[src/hw/rtl/tws_pkg.sv]
// Shared types and constants for the three-wire SPI register master.
// Payload structs of both channels, the command word passed from the
// front to the back, and default geometry. No dependencies.
`timescale 1ns / 1ps
`default_nettype none

package tws_pkg;

  // Default geometry of the serial frame
  localparam int unsigned DATA_BITS_DEF = 16;
  localparam int unsigned ADDR_BITS_DEF = 8;

  // Fixed field widths of the channels
  localparam int unsigned REG_ADDR_W   = 7;
  localparam int unsigned WORD_W       = 16;
  localparam int unsigned ADDR_BYTE_W  = 8;

  // Read flag in the address byte
  localparam logic [ADDR_BYTE_W-1:0] READ_FLAG = 8'h80;

  // Function codes of an input item
  localparam logic FUNC_START = 1'b0;
  localparam logic FUNC_TICK  = 1'b1;

  // Command queue between front and back
  localparam int unsigned CMD_QUEUE_DEPTH = 2;
  localparam int unsigned CMD_QUEUE_PTR_W = $clog2(CMD_QUEUE_DEPTH);
  localparam int unsigned CMD_QUEUE_CNT_W = $clog2(CMD_QUEUE_DEPTH + 1);

  typedef enum logic {
    CMD_START = 1'b0,
    CMD_TICK  = 1'b1
  } tws_cmd_kind_e;

  typedef struct packed {
    logic                  func;
    logic                  is_read;
    logic [REG_ADDR_W-1:0] reg_addr;
    logic [WORD_W-1:0]     write_data;
    logic                  sda_in;
  } tws_in_t;

  typedef struct packed {
    logic              select_n;
    logic              serial_clock;
    logic              data_out;
    logic              data_drive;
    logic              busy_res;
    logic              done_res;
    logic [WORD_W-1:0] read_data;
  } tws_out_t;

  // Classified command: start fields are zero for ticks
  typedef struct packed {
    tws_cmd_kind_e          kind;
    logic                   is_read;
    logic [ADDR_BYTE_W-1:0] addr_byte;
    logic [WORD_W-1:0]      write_data;
    logic                   sda_in;
  } tws_cmd_t;

endpackage

`default_nettype wire

[src/hw/rtl/tws_if.sv]
// Valid/ready channel interfaces for request and response transactions.
// Depends on tws_pkg for the payload structs.
`timescale 1ns / 1ps
`default_nettype none

interface tws_in_if import tws_pkg::*; ();
  logic    valid;
  logic    ready;
  tws_in_t payload;

  modport source (output valid, output payload, input ready);
  modport sink   (input valid, input payload, output ready);
endinterface

interface tws_out_if import tws_pkg::*; ();
  logic     valid;
  logic     ready;
  tws_out_t payload;

  modport source (output valid, output payload, input ready);
  modport sink   (input valid, input payload, output ready);
endinterface

`default_nettype wire

[src/hw/rtl/tws_front.sv]
// Front end: accepts request transactions and classifies them into commands.
// Depends on tws_pkg and tws_in_if.
`timescale 1ns / 1ps
`default_nettype none

module tws_front import tws_pkg::*; (
  tws_in_if.sink   req_i,
  input  logic     full_i,
  output logic     push_o,
  output tws_cmd_t cmd_o
);

  assign req_i.ready = !full_i;
  assign push_o      = req_i.valid && !full_i;

  always_comb begin
    cmd_o = '0;
    cmd_o.sda_in = req_i.payload.sda_in;
    unique case (req_i.payload.func)
      FUNC_START: begin
        cmd_o.kind       = CMD_START;
        cmd_o.is_read    = req_i.payload.is_read;
        // Merge the read flag into the address byte
        cmd_o.addr_byte  = ADDR_BYTE_W'(req_i.payload.reg_addr)
                         | (req_i.payload.is_read ? READ_FLAG : '0);
        // Write data only matters for a write
        cmd_o.write_data = req_i.payload.is_read ? '0 : req_i.payload.write_data;
      end
      FUNC_TICK: begin
        cmd_o.kind = CMD_TICK;
      end
      default: begin
        cmd_o.kind = CMD_TICK;
      end
    endcase
  end

endmodule

`default_nettype wire

[src/hw/rtl/tws_cmd_queue.sv]
// Short command queue between front and back.
// Depends on tws_pkg for the command struct and depth.
`timescale 1ns / 1ps
`default_nettype none

module tws_cmd_queue import tws_pkg::*; (
  input  logic     clk_i,
  input  logic     rst_ni,
  input  logic     push_i,
  input  tws_cmd_t cmd_i,
  output logic     full_o,
  input  logic     pop_i,
  output logic     empty_o,
  output tws_cmd_t cmd_o
);

  tws_cmd_t                   entry_q [CMD_QUEUE_DEPTH];
  logic [CMD_QUEUE_PTR_W-1:0] wr_ptr_q, wr_ptr_d;
  logic [CMD_QUEUE_PTR_W-1:0] rd_ptr_q, rd_ptr_d;
  logic [CMD_QUEUE_CNT_W-1:0] count_q, count_d;

  assign full_o  = (count_q == CMD_QUEUE_CNT_W'(CMD_QUEUE_DEPTH));
  assign empty_o = (count_q == '0);
  assign cmd_o   = entry_q[rd_ptr_q];

  function automatic logic [CMD_QUEUE_PTR_W-1:0] ptr_next(
    input logic [CMD_QUEUE_PTR_W-1:0] ptr
  );
    logic [CMD_QUEUE_PTR_W-1:0] nxt;
    if (ptr == CMD_QUEUE_PTR_W'(CMD_QUEUE_DEPTH - 1)) begin
      nxt = '0;
    end else begin
      nxt = ptr + 1'b1;
    end
    return nxt;
  endfunction

  always_comb begin
    wr_ptr_d = push_i ? ptr_next(wr_ptr_q) : wr_ptr_q;
    rd_ptr_d = pop_i  ? ptr_next(rd_ptr_q) : rd_ptr_q;
    count_d  = count_q;
    if (push_i && !pop_i) begin
      count_d = count_q + 1'b1;
    end else if (pop_i && !push_i) begin
      count_d = count_q - 1'b1;
    end
  end

  always_ff @(posedge clk_i or negedge rst_ni) begin
    if (!rst_ni) begin
      wr_ptr_q <= '0;
      rd_ptr_q <= '0;
      count_q  <= '0;
    end else begin
      wr_ptr_q <= wr_ptr_d;
      rd_ptr_q <= rd_ptr_d;
      count_q  <= count_d;
    end
  end

  always_ff @(posedge clk_i) begin
    if (push_i) begin
      entry_q[wr_ptr_q] <= cmd_i;
    end
  end

endmodule

`default_nettype wire

[src/hw/rtl/tws_back.sv]
// Back end: runs the serial sequencer on queued commands and registers
// one response per command. Depends on tws_pkg and tws_out_if.
`timescale 1ns / 1ps
`default_nettype none

module tws_back import tws_pkg::*; #(
  parameter int unsigned DATA_BITS = DATA_BITS_DEF,
  parameter int unsigned ADDR_BITS = ADDR_BITS_DEF
) (
  input  logic      clk_i,
  input  logic      rst_ni,
  input  logic      empty_i,
  input  tws_cmd_t  cmd_i,
  output logic      pop_o,
  tws_out_if.source rsp_o
);

  localparam int unsigned TotalBits = ADDR_BITS + DATA_BITS;
  localparam int unsigned PhaseW    = $clog2(2 * TotalBits + 3);

  localparam logic [PhaseW-1:0] AddrEnd = PhaseW'(2 * ADDR_BITS);
  localparam logic [PhaseW-1:0] DataEnd = PhaseW'(2 * TotalBits);
  localparam logic [PhaseW-1:0] HoldT   = PhaseW'(2 * TotalBits + 1);

  logic [PhaseW-1:0]    phase_q, phase_d;
  logic [TotalBits-1:0] shift_q, shift_d;
  logic [DATA_BITS-1:0] capture_q, capture_d;
  logic                 read_mode_q, read_mode_d;
  logic                 active_q, active_d;
  logic                 sel_n_q, sel_n_d;
  logic                 sck_q, sck_d;
  logic                 dout_q, dout_d;
  logic                 drive_q, drive_d;

  logic                 out_valid_q, out_valid_d;
  tws_out_t             out_q, out_d;

  logic [PhaseW-1:0]    tick_t;
  logic                 done;
  logic [WORD_W-1:0]    rdata;

  // Take the next command whenever the response register is free or drains
  assign pop_o = !empty_i && (!out_valid_q || rsp_o.ready);

  assign rsp_o.valid   = out_valid_q;
  assign rsp_o.payload = out_q;

  assign tick_t = phase_q + 1'b1;

  always_comb begin
    phase_d     = phase_q;
    shift_d     = shift_q;
    capture_d   = capture_q;
    read_mode_d = read_mode_q;
    active_d    = active_q;
    sel_n_d     = sel_n_q;
    sck_d       = sck_q;
    dout_d      = dout_q;
    drive_d     = drive_q;
    done        = 1'b0;
    rdata       = '0;

    if (pop_o) begin
      unique case (cmd_i.kind)
        CMD_START: begin
          if (!active_q) begin
            read_mode_d = cmd_i.is_read;
            shift_d     = {ADDR_BITS'(cmd_i.addr_byte), DATA_BITS'(cmd_i.write_data)};
            capture_d   = '0;
            phase_d     = '0;
            active_d    = 1'b1;
            sel_n_d     = 1'b0;
            sck_d       = 1'b0;
            dout_d      = 1'b0;
            drive_d     = 1'b1;
          end
        end
        CMD_TICK: begin
          if (active_q) begin
            phase_d = tick_t;
            if ((tick_t <= AddrEnd) || (!read_mode_q && (tick_t <= DataEnd))) begin
              // Odd half: present the bit and raise SCK; even half: drop SCK
              if (tick_t[0]) begin
                drive_d = 1'b1;
                dout_d  = shift_q[TotalBits-1];
                sck_d   = 1'b1;
                shift_d = {shift_q[TotalBits-2:0], 1'b0};
              end else begin
                sck_d = 1'b0;
              end
            end else if (tick_t <= DataEnd) begin
              // Read bit: release the pin, sample as SCK is raised
              drive_d = 1'b0;
              dout_d  = 1'b0;
              if (tick_t[0]) begin
                sck_d = 1'b0;
              end else begin
                sck_d     = 1'b1;
                capture_d = {capture_q[DATA_BITS-2:0], cmd_i.sda_in};
              end
            end else if (tick_t == HoldT) begin
              // Hold half period, pins unchanged
            end else begin
              done     = 1'b1;
              rdata    = read_mode_q ? WORD_W'(capture_q) : '0;
              active_d = 1'b0;
              phase_d  = '0;
              sel_n_d  = 1'b1;
              sck_d    = 1'b0;
              dout_d   = 1'b0;
              drive_d  = 1'b0;
            end
          end
        end
        default: begin
        end
      endcase
    end

    out_valid_d = out_valid_q;
    out_d       = out_q;
    if (pop_o) begin
      out_valid_d        = 1'b1;
      out_d.select_n     = sel_n_d;
      out_d.serial_clock = sck_d;
      out_d.data_out     = dout_d;
      out_d.data_drive   = drive_d;
      out_d.busy_res     = active_d;
      out_d.done_res     = done;
      out_d.read_data    = rdata;
    end else if (rsp_o.ready) begin
      out_valid_d = 1'b0;
    end
  end

  always_ff @(posedge clk_i or negedge rst_ni) begin
    if (!rst_ni) begin
      phase_q     <= '0;
      shift_q     <= '0;
      capture_q   <= '0;
      read_mode_q <= 1'b0;
      active_q    <= 1'b0;
      sel_n_q     <= 1'b1;
      sck_q       <= 1'b0;
      dout_q      <= 1'b0;
      drive_q     <= 1'b0;
      out_valid_q <= 1'b0;
    end else begin
      phase_q     <= phase_d;
      shift_q     <= shift_d;
      capture_q   <= capture_d;
      read_mode_q <= read_mode_d;
      active_q    <= active_d;
      sel_n_q     <= sel_n_d;
      sck_q       <= sck_d;
      dout_q      <= dout_d;
      drive_q     <= drive_d;
      out_valid_q <= out_valid_d;
    end
  end

  always_ff @(posedge clk_i) begin
    out_q <= out_d;
  end

endmodule

`default_nettype wire

[src/hw/rtl/three_wire_spi_register_master.sv]
// Top level of the three-wire SPI register master.
// Depends on tws_pkg, tws_if, tws_front, tws_cmd_queue and tws_back.
//
// Usage:
//   req_i carries request transactions: func 0 starts a register read or
//   write (ignored while busy), func 1 advances the serial frame by one half
//   bit period. Every request yields exactly one response transaction on
//   rsp_o with the pin levels after that request (select_n, serial_clock,
//   data_out, data_drive), busy, done and, on the done of a read, the word.
//   A frame is a start, then 2*(ADDR_BITS+DATA_BITS)+2 ticks: address bits,
//   data bits, one hold tick, and a tick that deselects and reports done.
// Throughput: one request per clock cycle sustained while rsp_o is ready; the
//   sequencer in the back end advances once per command that it takes.
// Path: a taken request is first written into the command queue; the back end
//   then pops it and loads the response register when that register is free or
//   drains.
// Stall: when rsp_o is stalled the response register holds, the two-entry
//   command queue absorbs up to two more requests, then req_i.ready drops.
// Reset: asynchronous, active low; the queue empties, the response register
//   goes invalid and the pins return to idle (deselected, SCK low, released).
`timescale 1ns / 1ps
`default_nettype none

module three_wire_spi_register_master import tws_pkg::*; #(
  parameter int unsigned DATA_BITS = DATA_BITS_DEF,
  parameter int unsigned ADDR_BITS = ADDR_BITS_DEF
) (
  input  logic      clk_i,
  input  logic      rst_ni,
  tws_in_if.sink    req_i,
  tws_out_if.source rsp_o
);

  // Front to queue
  logic     push;
  logic     full;
  tws_cmd_t cmd_in;

  // Queue to back
  logic     pop;
  logic     empty;
  tws_cmd_t cmd_out;

  // Classify requests; hold off while the queue is full
  tws_front u_front (
    .req_i  (req_i),
    .full_i (full),
    .push_o (push),
    .cmd_o  (cmd_in)
  );

  // Decouple request acceptance from response backpressure
  tws_cmd_queue u_queue (
    .clk_i   (clk_i),
    .rst_ni  (rst_ni),
    .push_i  (push),
    .cmd_i   (cmd_in),
    .full_o  (full),
    .pop_i   (pop),
    .empty_o (empty),
    .cmd_o   (cmd_out)
  );

  // Run the frame sequencer and register each response
  tws_back #(
    .DATA_BITS (DATA_BITS),
    .ADDR_BITS (ADDR_BITS)
  ) u_back (
    .clk_i   (clk_i),
    .rst_ni  (rst_ni),
    .empty_i (empty),
    .cmd_i   (cmd_out),
    .pop_o   (pop),
    .rsp_o   (rsp_o)
  );

endmodule

`default_nettype wire
[src/flat_wrapper.sv]
// flat-port wrapper written by rule: the top's interface ports become plain ports
module three_wire_spi_register_master_flat import tws_pkg::*;
#(
  parameter int unsigned DATA_BITS = DATA_BITS_DEF,
  parameter int unsigned ADDR_BITS = ADDR_BITS_DEF
)
  (clk_i, rst_ni, req_i_valid, req_i_payload, req_i_ready, rsp_o_valid, rsp_o_payload, rsp_o_ready);
  tws_in_if req_i_i ();
  tws_out_if rsp_o_i ();
  input  logic clk_i;
  input  logic rst_ni;
  input wire logic [$bits(req_i_i.valid)-1:0] req_i_valid;
  input wire logic [$bits(req_i_i.payload)-1:0] req_i_payload;
  output wire logic [$bits(req_i_i.ready)-1:0] req_i_ready;
  output wire logic [$bits(rsp_o_i.valid)-1:0] rsp_o_valid;
  output wire logic [$bits(rsp_o_i.payload)-1:0] rsp_o_payload;
  input wire logic [$bits(rsp_o_i.ready)-1:0] rsp_o_ready;
  assign req_i_i.valid = req_i_valid;
  assign req_i_i.payload = req_i_payload;
  assign req_i_ready = req_i_i.ready;
  assign rsp_o_valid = rsp_o_i.valid;
  assign rsp_o_payload = rsp_o_i.payload;
  assign rsp_o_i.ready = rsp_o_ready;
  three_wire_spi_register_master #(.DATA_BITS(DATA_BITS), .ADDR_BITS(ADDR_BITS)) u_core (.clk_i(clk_i), .rst_ni(rst_ni), .req_i(req_i_i), .rsp_o(rsp_o_i));
endmodule
[config.mk]
export PLATFORM = sky130hd
export DESIGN_NAME = three_wire_spi_register_master_flat
export DESIGN_NICKNAME = d
export VERILOG_FILES = /design/src/hw/rtl/tws_pkg.sv /design/src/hw/rtl/tws_if.sv /design/src/hw/rtl/tws_front.sv /design/src/hw/rtl/tws_cmd_queue.sv /design/src/hw/rtl/tws_back.sv /design/src/hw/rtl/three_wire_spi_register_master.sv /design/src/flat_wrapper.sv
export SDC_FILE = /design/constraint.sdc
export NUM_CORES = 1
export LEC_CHECK = 0
export BUFFER_PORTS_ARGS = -buffer_cell sky130_fd_sc_hd__buf_2
export CAP_MARGIN = 20
export CORE_MARGIN = 1.5
export CORE_UTILIZATION = 40
export DETAILED_ROUTE_END_ITERATION = 8
export HOLD_SLACK_MARGIN = 0.02
export PLACE_DENSITY = 0.64
export SLEW_MARGIN = 15
export SYNTH_ARGS = -nofsm -noshare
export SYNTH_HDL_FRONTEND = slang
export SYNTH_SLANG_ARGS = --single-unit
[constraint.sdc]
create_clock -name clk_i -period 2.7 [get_ports clk_i]
set_input_delay 0.27 -clock clk_i [delete_from_list [all_inputs] [get_ports clk_i]]
set_output_delay 0.27 -clock clk_i [all_outputs]
set_load 0.01 [all_outputs]
==> flow_results.org, run 1 <==
** Timing
- Summed over all failing endpoints, the final setup total negative slack is 0 ns.
- Timing-limited maximum frequency :: 0.402 GHz
- Final Critical Period :: 2.49 ns
- Between clock sinks in the finished design, the worst skew comes to 0.00946 ns.
- Across all setup checks in the final design, the least slack found is 0.211 ns.
- Setup repair after global routing left no endpoint under its margin.
- Share of the clock period used by the worst path :: 0.922
- Final-report hold violation count :: 0
- Final setup violating endpoints :: 0
- Worst Max-Slew Pin Slew :: 0.803 ns
- Max-Slew Margin vs Limit :: 0.463
- Count of pins over their slew limit :: 0

** Outcome
- Violations in the final reports :: design-rule violations
- Run status :: complete, but fails checks

** Logic synthesis
- Yosys mapped a number of flops with a built-in enable equal to 74.
- Most instantiated flip-flop cell in the synthesis netlist :: sky130_fd_sc_hd__edfxtp_1
- After synthesis the netlist holds a flip-flop and latch count of 131.
- Synth warn :: 0
- Area contributors post-synth :: sky130_fd_sc_hd__edfxtp_1 (37%), sky130_fd_sc_hd__dfrtp_1 (23%), sky130_fd_sc_hd__mux2_2 (4.1%), sky130_fd_sc_hd__and2_1 (3.5%), sky130_fd_sc_hd__mux2i_1 (3.5%)
- Area fraction of the dominant cell type after synthesis :: 0.367
- Proportion of register bits with asynchronous set or reset after synthesis :: 0.435
- Post-Syn Nets :: 528
- Sequential element share of the synthesized area :: 0.604
- Mean cell area of the mapped netlist :: 12.3 sq um
- Count leader, synth :: sky130_fd_sc_hd__edfxtp_1
- Leading post-synthesis cells by instance count :: sky130_fd_sc_hd__edfxtp_1 (74), sky130_fd_sc_hd__dfrtp_1 (56), sky130_fd_sc_hd__nand2_1 (37), sky130_fd_sc_hd__and2_1 (34), sky130_fd_sc_hd__nor2_1 (32)
- Counting every instance in the synthesized netlist gives 491.
- Count of different cell masters after synthesis :: 57
- Cell Area, Synth :: 6050 sq um
- sky130_fd_sc_hd__edfxtp_1 takes more of the synthesized area than any other cell.

** Critical path
- Endpoint class of the critical path :: flip-flop
- Critical path start-end classification :: flip-flop to flip-flop
- The worst register-to-register path has a depth of 8.
- The critical path starts at u_core.u_back.phase_q[0].
- The startpoint identified for the worst register-to-register timing path is u_core.u_back.phase_q[0].
- Biggest fanout along the worst timing path :: 22
- R2R Path End :: u_core.u_back.shift_q[17]
- Worst setup slack for register-to-register paths :: 0.21 ns
- The worst setup path is launched from a flip-flop.
- At the worst endpoint, the required time is 3.02 ns.
- Arrival time reported for the critical path endpoint :: 2.81 ns

** Placed design
- Buffers placed on the I/O ports in this run total 53.
- Timing analysis after detailed placement gives a worst setup slack of 0.135 ns.
- Summing all placed instances gives a cell area of 6530 sq um.
- Half-perimeter wire length of the detailed placement result :: 7420 um
- Routability-driven placement finished with a final weighted congestion of 0.795.

** Floorplanning
- In this run the count of I/O pins placed on the die edge is 54.
- Placeable core region :: 14600 sq um
- In this run the core area contains 44 standard-cell rows.
- Die width :: 126 um
- Height of the chip :: 126 um
- Initial core utilization :: 0.413
- The floorplan step defined a die boundary enclosing 15900 sq um.

** Global route
- Global routing usage on met3 :: 0.0387
- Antenna violations before repair :: 0
- For met2 alone, demand over resource in global routing was 0.263.
- The global routing stage identified its most utilized layer as met2.
- In the global route stage, overall resource usage came out at 0.162.
- Largest net degree at the start of global routing :: 31
- In the global route stage, met1 resource usage came out at 0.209.
- Number of global-route vias before repair :: 4153
- The first global-routing pass estimated 20400 um of wire.
- The total overflow left after global routing is 0.

** Power
- Maximum vdd drop :: 0.581 mV
- Leakage power :: 2.87 nW
- For this design the ratio of total power to cell area is 1050 nW/um^2.

** Cells and area
- The repair_antennas step left the layout with diodes totalling 0.
- For this run, the post-layout net count is 586.
- Share of cells above drive strength 1 :: 0.247
- Summing all non-filler instances in the final layout gives an area of 7120 sq um.
- The area growth from synthesis to layout is 17.7%.

** Worst hold path
- The worst hold path belongs to the class primary input to flip-flop.
- Hold Path Stages :: 1
- Hold_sp :: req_i_payload[0]
- Min-Delay Endpoint :: u_core.u_queue.entry_q[0][0]

** Drt
- Final wirelength :: 12000 um
- In the routed design, unresolved DRC markers number 6.
- For this run, the detailed router's first-pass iteration total came to 9.
- Total via count after detailed routing :: 3997
- Wire per inst :: 16.1 um
- Once detail routing completed, the nets flagged for antenna violations numbered 0.
- After the first detailed-routing iteration, the DRC count stood at 292.
- In the routed layout, each cell is associated on average with a via count of 5.36.

** Clock network
- Post-CTS timing repair inserted 0 buffers for setup.
- CTS saw 131 sinks.
- No sink is reached through more buffers than the 2 on the longest clock path.
- TritonCTS built the clock tree.
- The clock reaches the later pin of the worst-skew pair after 0.42 ns.
- Clock Pin Slew Worst Setup and Hold Paths :: 0.06 ns
- Clock tree root buffer cell :: sky130_fd_sc_hd__clkbuf_16
- TritonCTS created 17 clock buffers.
- In this run the number of H-tree levels came out at 4.

** Run
- Max-cap violation count :: 0
[layout by cell type, fill, tap and decap left out, drive strengths merged, types with 2 or more instances in the layout]
cell type / synthesis / routed
nor3: 4 / 4
clkbuf: 22 / 19
mux2: 22 / 22
nor2: 32 / 32
a21oi: 5 / 5
nor4b: 22 / 22
nand3: 6 / 6
nand2: 38 / 38
o21ai: 9 / 9
o22ai: 24 / 24
nand4: 4 / 4
clkinv: 1 / 11
o211ai: 2 / 2
and3: 2 / 2
ha: 7 / 7
buf: 13 / 73
and2: 34 / 34
dfrtp: 56 / 56
inv: 20 / 21
xor2: 3 / 3
edfxtp: 74 / 74
or3: 4 / 4
a21o: 4 / 4
or4: 2 / 2
mux2i: 21 / 21
a211oi: 25 / 25
bufinv: 0 / 2
nor2b: 9 / 9
xnor2: 5 / 5
a22o: 2 / 2
nand2b: 3 / 3
[power breakdown]
part,switching [W],internal [W]
clock,0.000832,0.00138
sequential,0.000276,0.00276
combinational,0.00132,0.000929
[metal layers]
metal | share of wire | up-vias
met2 | 0.48 | 130
li1 | - | 1906
met5 | 0 | -
met1 | 0.46 | 1939
met4 | 0.021 | 0
met3 | 0.049 | 22
[registers in the layout, summed over array words and instances (netlist names), 2 cells and up]
name,count
u_core.u_back.capture_q,16
u_core.u_back.phase_q,6
u_core.u_queue.entry_q,52
u_core.u_back.shift_q,24
u_core.u_queue.count_q,2
u_core.u_back.rsp_o.payload,22
[what timing repair did]
| action | 4_1_cts | 5_1_grt |
|---|---|---|
| endpoints found under the setup margin | 0 | 19 |
| hold buffers | 1 | 0 |
| hold endpoints to repair | 26 | 0 |
| resized for setup | 0 | 3 |
[critical path: stages, from the launching register on]
cell and delay [ns]:
sky130_fd_sc_hd__dfrtp_1 0.41, sky130_fd_sc_hd__ha_1 0.26, sky130_fd_sc_hd__or3b_1 0.38, sky130_fd_sc_hd__a21oi_2 0.17
sky130_fd_sc_hd__nor3_1 0.06, sky130_fd_sc_hd__maj3_2 0.35, sky130_fd_sc_hd__or2_1 0.27, sky130_fd_sc_hd__buf_4 0.24
sky130_fd_sc_hd__a211oi_1 0.25
[worst max-delay path by stage]
stage / endpoint / slack [ns] / cells past startpoint
finish: u_core.u_back.shift_q[17] / 0.21 / 8
detailed placement: u_core.u_back.rsp_o.payload[12] / 0.14 / 7
CTS: u_core.u_back.rsp_o.payload[12] / 0.11 / 7
floorplan: u_core.u_back.phase_q[1] / 0.15 / 9
global route: u_core.u_back.shift_q[11] / 0.05 / 8
global placement: u_core.u_back.rsp_o.payload[11] / 0.21 / 7
[final cells by class]
cell class                      count  area [sq um]
Timing Repair Buffer               74           425
Sequential cell                   131          3650
Inverter                           21          78.8
Tap cell                          184           230
Fill cell                        1282          7530
Clock buffer                       19           453
Multi-Input combinational cell    304          2170
Clock inverter                     13           114
[stage by stage]
| step | instances | power, W | hold WS [ns] | utilization |
|---|---|---|---|---|
| 2_1_floorplan | 491 | 0.00464 | -0.0256 | - |
| 3_3_place_gp | 713 | 0.00524 | 0.339 | 0.446 |
| 3_5_place_dp | 713 | 0.00531 | 0.355 | 0.446 |
| 4_1_cts | 746 | 0.00755 | 0.0460 | 0.485 |
| 5_1_grt | 746 | 0.00793 | 0.0581 | 0.486 |
| 6_report | 746 | 0.00750 | 0.0567 | 0.486 |
[logic make-up (layout without fill, tap and decap cells)]
logic type	count (synthesis)	after routing	share of synthesized area
muxes	43	43	0.0757
adders and majority gates	8	8	0.0163
DFF	131	131	0.604
and+or+nand+nor	166	166	0.157
xor gates and xnor gates	8	8	0.0128
AOI/OAI and AO/OA	79	79	0.0937
buffers and inverters	56	127	0.0408
No activity file was read; power rests on OpenSTA's default activity.
==> run 2, diff against run 1 <==
--- a/config.mk
+++ b/config.mk
@@ -5,14 +5,15 @@
 export SDC_FILE = /design/constraint.sdc
 export NUM_CORES = 1
 export LEC_CHECK = 0
-export BUFFER_PORTS_ARGS = -buffer_cell sky130_fd_sc_hd__buf_2
 export CAP_MARGIN = 20
 export CORE_MARGIN = 1.5
-export CORE_UTILIZATION = 40
+export CORE_UTILIZATION = 45
 export DETAILED_ROUTE_END_ITERATION = 8
+export DONT_BUFFER_PORTS = 1
 export HOLD_SLACK_MARGIN = 0.02
-export PLACE_DENSITY = 0.64
+export PLACE_DENSITY = 0.66
 export SLEW_MARGIN = 15
 export SYNTH_ARGS = -nofsm -noshare
 export SYNTH_HDL_FRONTEND = slang
 export SYNTH_SLANG_ARGS = --single-unit
+export TNS_END_PERCENT = 30
==> flow_results.org, run 2 (synthesis results as in run 1) <==
** Critical path
- The worst endpoint required time was 2.81 ns (-0.21 ns).
- Biggest fanout along the worst timing path :: 7 (-68%)
- Endpoint class of the critical path :: flip-flop
- Arrival time reported for the critical path endpoint :: 2.71 ns (-0.10 ns)
- Startpoint kind of the worst setup timing path :: flip-flop
- Launch instance of the worst register-to-register path :: u_core.u_back.phase_q[0]
- Crit path from :: u_core.u_back.phase_q[0]
- The critical path is of the flip-flop to flip-flop type.

** Cells and area
- Syn-to-layout area delta :: 13.7%
- Number of nets in the final layout :: 533 (-9.0%)
- Area of combinational cells with multiple inputs :: 2170 sq um (about the same)
- Sequential standard cell area :: 3650 sq um (unchanged)
- Final standard cell area without fillers :: 6880 sq um (-3.4%)
- The ratio of cells with drive above 1 in the final layout came to 0.171 (-0.0764).
- Most frequent cells in the layout :: sky130_fd_sc_hd__edfxtp_1 (74), sky130_fd_sc_hd__dfrtp_1 (56), sky130_fd_sc_hd__nand2_1 (37)
- Fill cell total of the finished layout :: 1114 (-13%)
- Flip-flop count of the largest register, all copies and words added :: 52 (unchanged)
- Leaving out fill and tap cells, the most frequent cell in the layout is sky130_fd_sc_hd__edfxtp_1.
- Core Util, Final :: 0.521 (+0.0354)
- The final standard cell count with taps included and fillers excluded is 685 (-8.2%).
- Antenna Cells :: 0 (unchanged)
- Register bank with the most flops :: u_core.u_queue.entry_q

** Drt
- The routed wire length came to 11300 um (-6.0%).
- Antenna-violating nets left :: 0 (unchanged)
- The detailed-route via count was 3794 (-5.1%).
- The number of vias per cell was 5.54 (+3.4%).
- The first-pass detailed-route iteration total is 5 (-4).
- Iter 0 DRT Violations :: 319 (+9.2%)
- The detail-routed net length per standard cell was 16.5 um (+2.3%).
- DRC errors left :: 0 (-6)

** Global route
- Wire length of the first global-routing pass :: 19000 um (-6.8%)
- Largest net degree at the start of global routing :: 58 (+87%)
- Antenna violations before repair :: 0 (unchanged)
- Number of global-route vias before repair :: 3837 (-7.6%)
- The all-layer global routing usage came to 0.174 (+0.0115).
- Global-route congestion overflow total :: 0 (unchanged)

** Timing
- The number of max-slew violations in the final report is 0 (unchanged).
- The clock period minus worst slack came to 2.59 ns (+0.105 ns).
- The total count of hold-check failures in the final report was 0 (unchanged).
- The actual transition at the worst max-transition pin came to 0.774 ns (-0.0281 ns).
- Share of the clock period used by the worst path :: 0.961 (+0.0389)
- Final setup violating endpoints :: 0 (unchanged)
- The minimum hold slack came to 0.0459 ns (-0.0107 ns).
- Setup repair after global routing could not meet its margin everywhere.
- The maximum clock skew at final layout is 0.00564 ns (-0.00381 ns).
- The achievable clock frequency was 0.385 GHz (-4.1%).
- Max-Slew Margin vs Limit :: 0.482 (+0.0188)

** Clock network
- CTS Sinks :: 131 (unchanged)
- TritonCTS clock tree :: yes
- The number of CTS-inserted buffers was 17 (unchanged).
- Maximum level of the CTS H-tree :: 4 (unchanged)
- The clock transition time at the flip-flop clock pins of the worst setup and hold paths is 0.06 ns (about the same).
- Maximum buffer depth of the clock tree :: 2 (unchanged)
- Clock tree synthesis selected as its root buffer the cell sky130_fd_sc_hd__clkbuf_16.
- Clock network latency to the later pin of the worst-skew pair :: 0.42 ns (about the same)

** Floorplanning
- Top Ports :: 54 (unchanged)
- Die width :: 119 um (-5.6%)
- Area of the die :: 14100 sq um (-11%)
- The number of placement rows is 42 (-4.5%).
- The core footprint was 13200 sq um (-9.9%).
- The initial core utilization was 0.458 (+0.0455).
- Height of the chip :: 119 um (-5.6%)

** Power
- The leakage dissipation came to 2.66 nW (-7.1%).
- Maximum vdd drop :: 0.741 mV (+27%)
- Overall power :: 0.00739 W (-1.5%)
- Cell area power density :: 1070 nW/um^2 (+1.9%)

** Worst hold path
- The startpoint identified for the worst hold timing path is req_i_payload[25].
- The tightest min-delay check is of the primary input to flip-flop type.

** Placed design
- The area after detailed placement was 6230 sq um (-4.6%).
- The cell total after placement was 649 (-9.0%).
- The count of buffers inserted at the top-level ports came to 0 (-100%).
- GP Congestion :: 0.861 (+8.3%)
- Half-perimeter wire length of the detailed placement result :: 7030 um (-5.3%)

** Outcome
- Run status :: finished, final reports clean

** Run
- Max-cap violation count :: 0 (unchanged)
==> run 2: metrics by stage <==
| step | setup slack, ns | TNS (ns) |
|---|---|---|
| after floorplan | 0.149 | 0 |
| after global placement | 0.209 | 0 |
| after detailed placement | 0.0667 | 0 |
| after CTS | 0.0337 | 0 |
| after global routing | -0.000713 | -0.000713 |
| final | 0.106 | 0 |
==> run 2: repair_timing <==
| action | 4_1_cts | 5_1_grt |
|---|---|---|
| hold buffers | 4 | 0 |
| setup endpoints to repair | 0 | 33 |
| setup buffers | 0 | 0 |
| hold endpoints to repair | 61 | 0 |
| resized for setup | 0 | 4 |
==> run 2: worst max-delay path: stages, from the launching register on <==
cell and delay, ns:
sky130_fd_sc_hd__dfrtp_1 0.41, sky130_fd_sc_hd__ha_1 0.28, sky130_fd_sc_hd__buf_4 0.18, sky130_fd_sc_hd__and4b_1 0.22, sky130_fd_sc_hd__o21ai_0 0.23, sky130_fd_sc_hd__nand3_2 0.17, sky130_fd_sc_hd__a311oi_4 0.30, sky130_fd_sc_hd__buf_4 0.20
sky130_fd_sc_hd__a21o_1 0.11, sky130_fd_sc_hd__o21ai_0 0.17
==> run 2: where the power goes <==
| part | switching (W) | total, W | internal, W |
|---|---|---|---|
| sequential | 0.000339 | 0.00311 | 0.00277 |
| clock | 0.000844 | 0.00222 | 0.00137 |
| combinational | 0.00122 | 0.00206 | 0.000844 |
==> run 2: worst paths after layout <==
kind                                                    to  depth (start not counted)  slack [ns]
max                        u_core.u_back.rsp_o.payload[17]                          9        0.11
min                          u_core.u_queue.entry_q[0][17]                          1        0.05
max reg2reg                u_core.u_back.rsp_o.payload[17]                          9        0.11
min reg2reg                          u_core.u_back.sel_n_q                          2        0.50
max in group asynchronous            u_core.u_back.sel_n_q                          2        2.03
min in group asynchronous       u_core.u_back.capture_q[9]                          2        0.38
==> run 2: metal layers <==
metal,track usage,wire (um),vias to the layer above
met5,0,0,-
met4,0.0843,267,0
met3,0.0512,517,22
met2,0.271,5330,126
met1,0.223,5180,1841
li1,-,-,1805
==> run 2: layout make-up <==
cell class                      count  area share
Clock buffer                       18      0.0639
Clock inverter                     14      0.0200
Inverter                           21      0.0115
Multi-Input combinational cell    304       0.315
Sequential cell                   131       0.531
Tap cell                          176      0.0320
Timing Repair Buffer               21      0.0269
==> run 3, diff against run 2 <==
--- a/config.mk
+++ b/config.mk
@@ -12,6 +12,7 @@
 export DONT_BUFFER_PORTS = 1
 export HOLD_SLACK_MARGIN = 0.02
 export PLACE_DENSITY = 0.66
+export RECOVER_POWER = 50
 export SLEW_MARGIN = 15
 export SYNTH_ARGS = -nofsm -noshare
 export SYNTH_HDL_FRONTEND = slang
==> flow_results.org, run 3 (synthesis results as in run 1) <==
** Power
- Leakage power :: 2.64 nW (-0.88%)
- The power per unit of standard cell area was 1080 nW/um^2 (+0.30%).
- Overall power :: 0.00738 W (about the same)
- The largest vdd supply drop came to 0.740 mV (about the same).

** Critical path
- Critical-path cell list :: ha_1 -> buf_4 -> and4b_1 -> o21ai_0 -> nand3_2 -> a311oi_4 -> buf_4 -> a21o_1 -> o21ai_0
- Data required time of the critical path :: 2.81 ns (about the same)
- The critical-path maximum fanout is 7 (unchanged).
- The peak per-stage delay on the critical path is 0.41 ns (about the same).
- Startpoint kind of the worst setup timing path :: flip-flop
- The worst setup path is of the flip-flop to flip-flop kind.
- Buffering stage count on the worst path with inverters included :: 2 (unchanged)
- The slowest stage of the critical path belongs to the cell sky130_fd_sc_hd__dfrtp_1.
- The endpoint arrival time on the critical path is 2.72 ns (about the same).
- The worst setup path is captured at a flip-flop.
- Dominant delay contributor by cell family on the critical path :: compound AO/OA/AOI/OAI gates

** Timing
- Setup repair after global routing could not meet its margin everywhere.
- Accumulated negative setup slack :: 0 ns (unchanged)
- The portion of the clock cycle consumed by the worst path in the final layout is 0.963 (+0.00252).
- The actual transition at the worst max-transition pin came to 1.49 ns (+0.718 ns).
- The final-report setup violation count was 0 (unchanged).
- Layout Skew :: 0.00534 ns (-0.000309 ns)
- The total count of hold-check failures in the final report was 0 (unchanged).
- Max-Slew Margin vs Limit :: 0.00508 (-0.477)
- Final Critical Period :: 2.60 ns (+0.00680 ns)
- The number of max-slew violations in the final report came to 0 (unchanged).
- The achievable clock frequency is 0.384 GHz (-0.26%).

** Drt
- Total via count after detailed routing :: 3812 (+0.47%)
- The first-pass detailed-route iteration total is 5 (unchanged).
- The violation count after the first detailed-routing iteration is 350 (+9.7%).
- Wire per inst :: 16.5 um (+0.15%)
- Average vias per placed instance :: 5.56 (+0.47%)
- Antenna-violating nets left :: 0 (unchanged)
- The remaining design rule violation count came to 0 (unchanged).
- The routed wire length came to 11300 um (+0.15%).

** Clock network
- CTS Sinks :: 131 (unchanged)
- The buffer count from post-CTS setup fixing was 0 (unchanged).
- The clock network latency to the later pin of the worst-skew pair is 0.42 ns (about the same).
- Number of buffers inserted during clock tree synthesis :: 17 (unchanged)
- The tree is rooted in a sky130_fd_sc_hd__clkbuf_16.
- The maximum clock insertion buffer count came to 2 (unchanged).
- The H-tree depth is 4 (unchanged).
- The clock transition time at the flip-flop clock pins of the worst setup and hold paths was 0.06 ns (about the same).
- TritonCTS built the clock tree.

** Cells and area
- Final standard cell area without fillers :: 6850 sq um (-0.36%)
- Sequential standard cell area :: 3650 sq um (unchanged)
- Most frequent cells in the layout :: sky130_fd_sc_hd__edfxtp_1 (74), sky130_fd_sc_hd__dfrtp_1 (56), sky130_fd_sc_hd__nand2_1 (37)
- u_core.u_queue.entry_q holds more flip-flops than any other register.
- Relative to the synthesized area, the layout overhead comes to 13.3%.
- Number of nets in the final layout :: 533 (unchanged)
- The final standard cell count with taps included and fillers excluded was 685 (unchanged).
- The total area of multi-input combinational cells is 2170 sq um (unchanged).
- Most frequent standard cell in the layout excluding fill and tap cells :: sky130_fd_sc_hd__edfxtp_1
- Fill cell total of the finished layout :: 1118 (+0.36%)
- Share of cells above drive strength 1 :: 0.171 (unchanged)
- The antenna cell count is 0 (unchanged).
- The flip-flop count of the largest register, all copies and words added came to 52 (unchanged).

** Global route
- The total congestion overflow after global routing came to 0 (unchanged).
- Global-route usage over all layers :: 0.174 (unchanged)
- The via count of the first global-routing pass is 3837 (unchanged).
- The first-pass GRT wire length was 19000 um (unchanged).
- The number of antenna violations at the first check in global routing was 0 (unchanged).
- The maximum number of pins on one net before global-route repair was 58 (unchanged).

** Floorplanning
- The chip height was 119 um (unchanged).
- Die width :: 119 um (unchanged)
- Placeable core region :: 13200 sq um (unchanged)
- Top Ports :: 54 (unchanged)
- The area of the die was 14100 sq um (unchanged).
- Number of rows in the core area :: 42 (unchanged)
- The initial core utilization came to 0.458 (unchanged).

** Run
- Max-cap violation count :: 0 (unchanged)

** Placed design
- The area after detailed placement is 6230 sq um (unchanged).
- IO Port Bufs :: 0 (unchanged)
- Placed Cells incl. Taps :: 649 (unchanged)
- The final weighted congestion in routability-driven placement is 0.861 (unchanged).
- The post-DP HPWL came to 7030 um (unchanged).

** Outcome
- The run finished with clean final reports.

** Worst hold path
- The path class of the tightest hold or removal check is primary input to flip-flop.
run 3: changes by cell type in the layout (fill, tap and decap cells not counted), sizes merged:
cell,before,now
clkbuf,18,20
buf,18,16
run 3: final timing paths:
kind	startpoint	depth (start not counted)	slack [ns]	endpoint
worst max-delay path	u_core.u_back.phase_q[0]	9	0.1	u_core.u_back.rsp_o.payload[17]
min in group asynchronous	rst_ni	2	0.76	u_core.u_back.capture_q[9]
max in group asynchronous	rst_ni	2	1.05	u_core.u_back.capture_q[14]
worst min-delay path	req_i_payload[25]	1	0.04	u_core.u_queue.entry_q[0][17]
worst min register to register	u_core.u_back.sel_n_q	2	0.50	u_core.u_back.sel_n_q
worst max register to register	u_core.u_back.phase_q[0]	9	0.1	u_core.u_back.rsp_o.payload[17]
run 3: repair_timing:
action,4_1_cts,5_1_grt
endpoints found under the hold margin,61,0
endpoints found under the setup margin,0,33
resized for setup,0,4
hold buffers,4,0
run 3: routing by layer:
metal,share of wire,global-route usage,routed length [um],vias to the layer above
met5,0,0,0,-
met4,0.024,0.0843,268,0
met3,0.047,0.0512,529,22
met2,0.47,0.271,5310,128
met1,0.46,0.223,5200,1856
li1,-,-,-,1806
run 3: worst register-to-register path: cells and delay by family, from the launching register on:
family	cells	cell delay, ns
buffers and inverters	2	0.39
AO/OA/AOI/OAI	4	0.81
flip-flops	1	0.41
AND/OR/NAND/NOR	2	0.39
adder cells (fa/ha/maj)	1	0.29
run 3: stage by stage:
step,worst slack [ns],utilization,hold WS [ns]
after floorplan,0.149,-,-0.0256
after global placement,0.209,0.473,-0.0224
after detailed placement,0.0667,0.473,-0.0226
after CTS,0.0337,0.521,0.0278
after global routing,-0.000713,0.520,0.0274
final,0.0987,0.520,0.0449
run 3: area by class of cell:
cell class              instances  share of cell area
repair buffers                 21              0.0234
inverters                      21              0.0115
clock inverters                14              0.0201
well taps                     176              0.0321
flip-flops and latches        131               0.533
clock buffers                  18              0.0641
multi-input cells             304               0.316
run 3: where the power goes:
| group | switching, W | leakage, nW | internal [W] |
|---|---|---|---|
| clock | 0.000843 | 0.279 | 0.00137 |
| sequential | 0.000337 | 1.41 | 0.00277 |
| combinational | 0.00123 | 0.949 | 0.000837 |
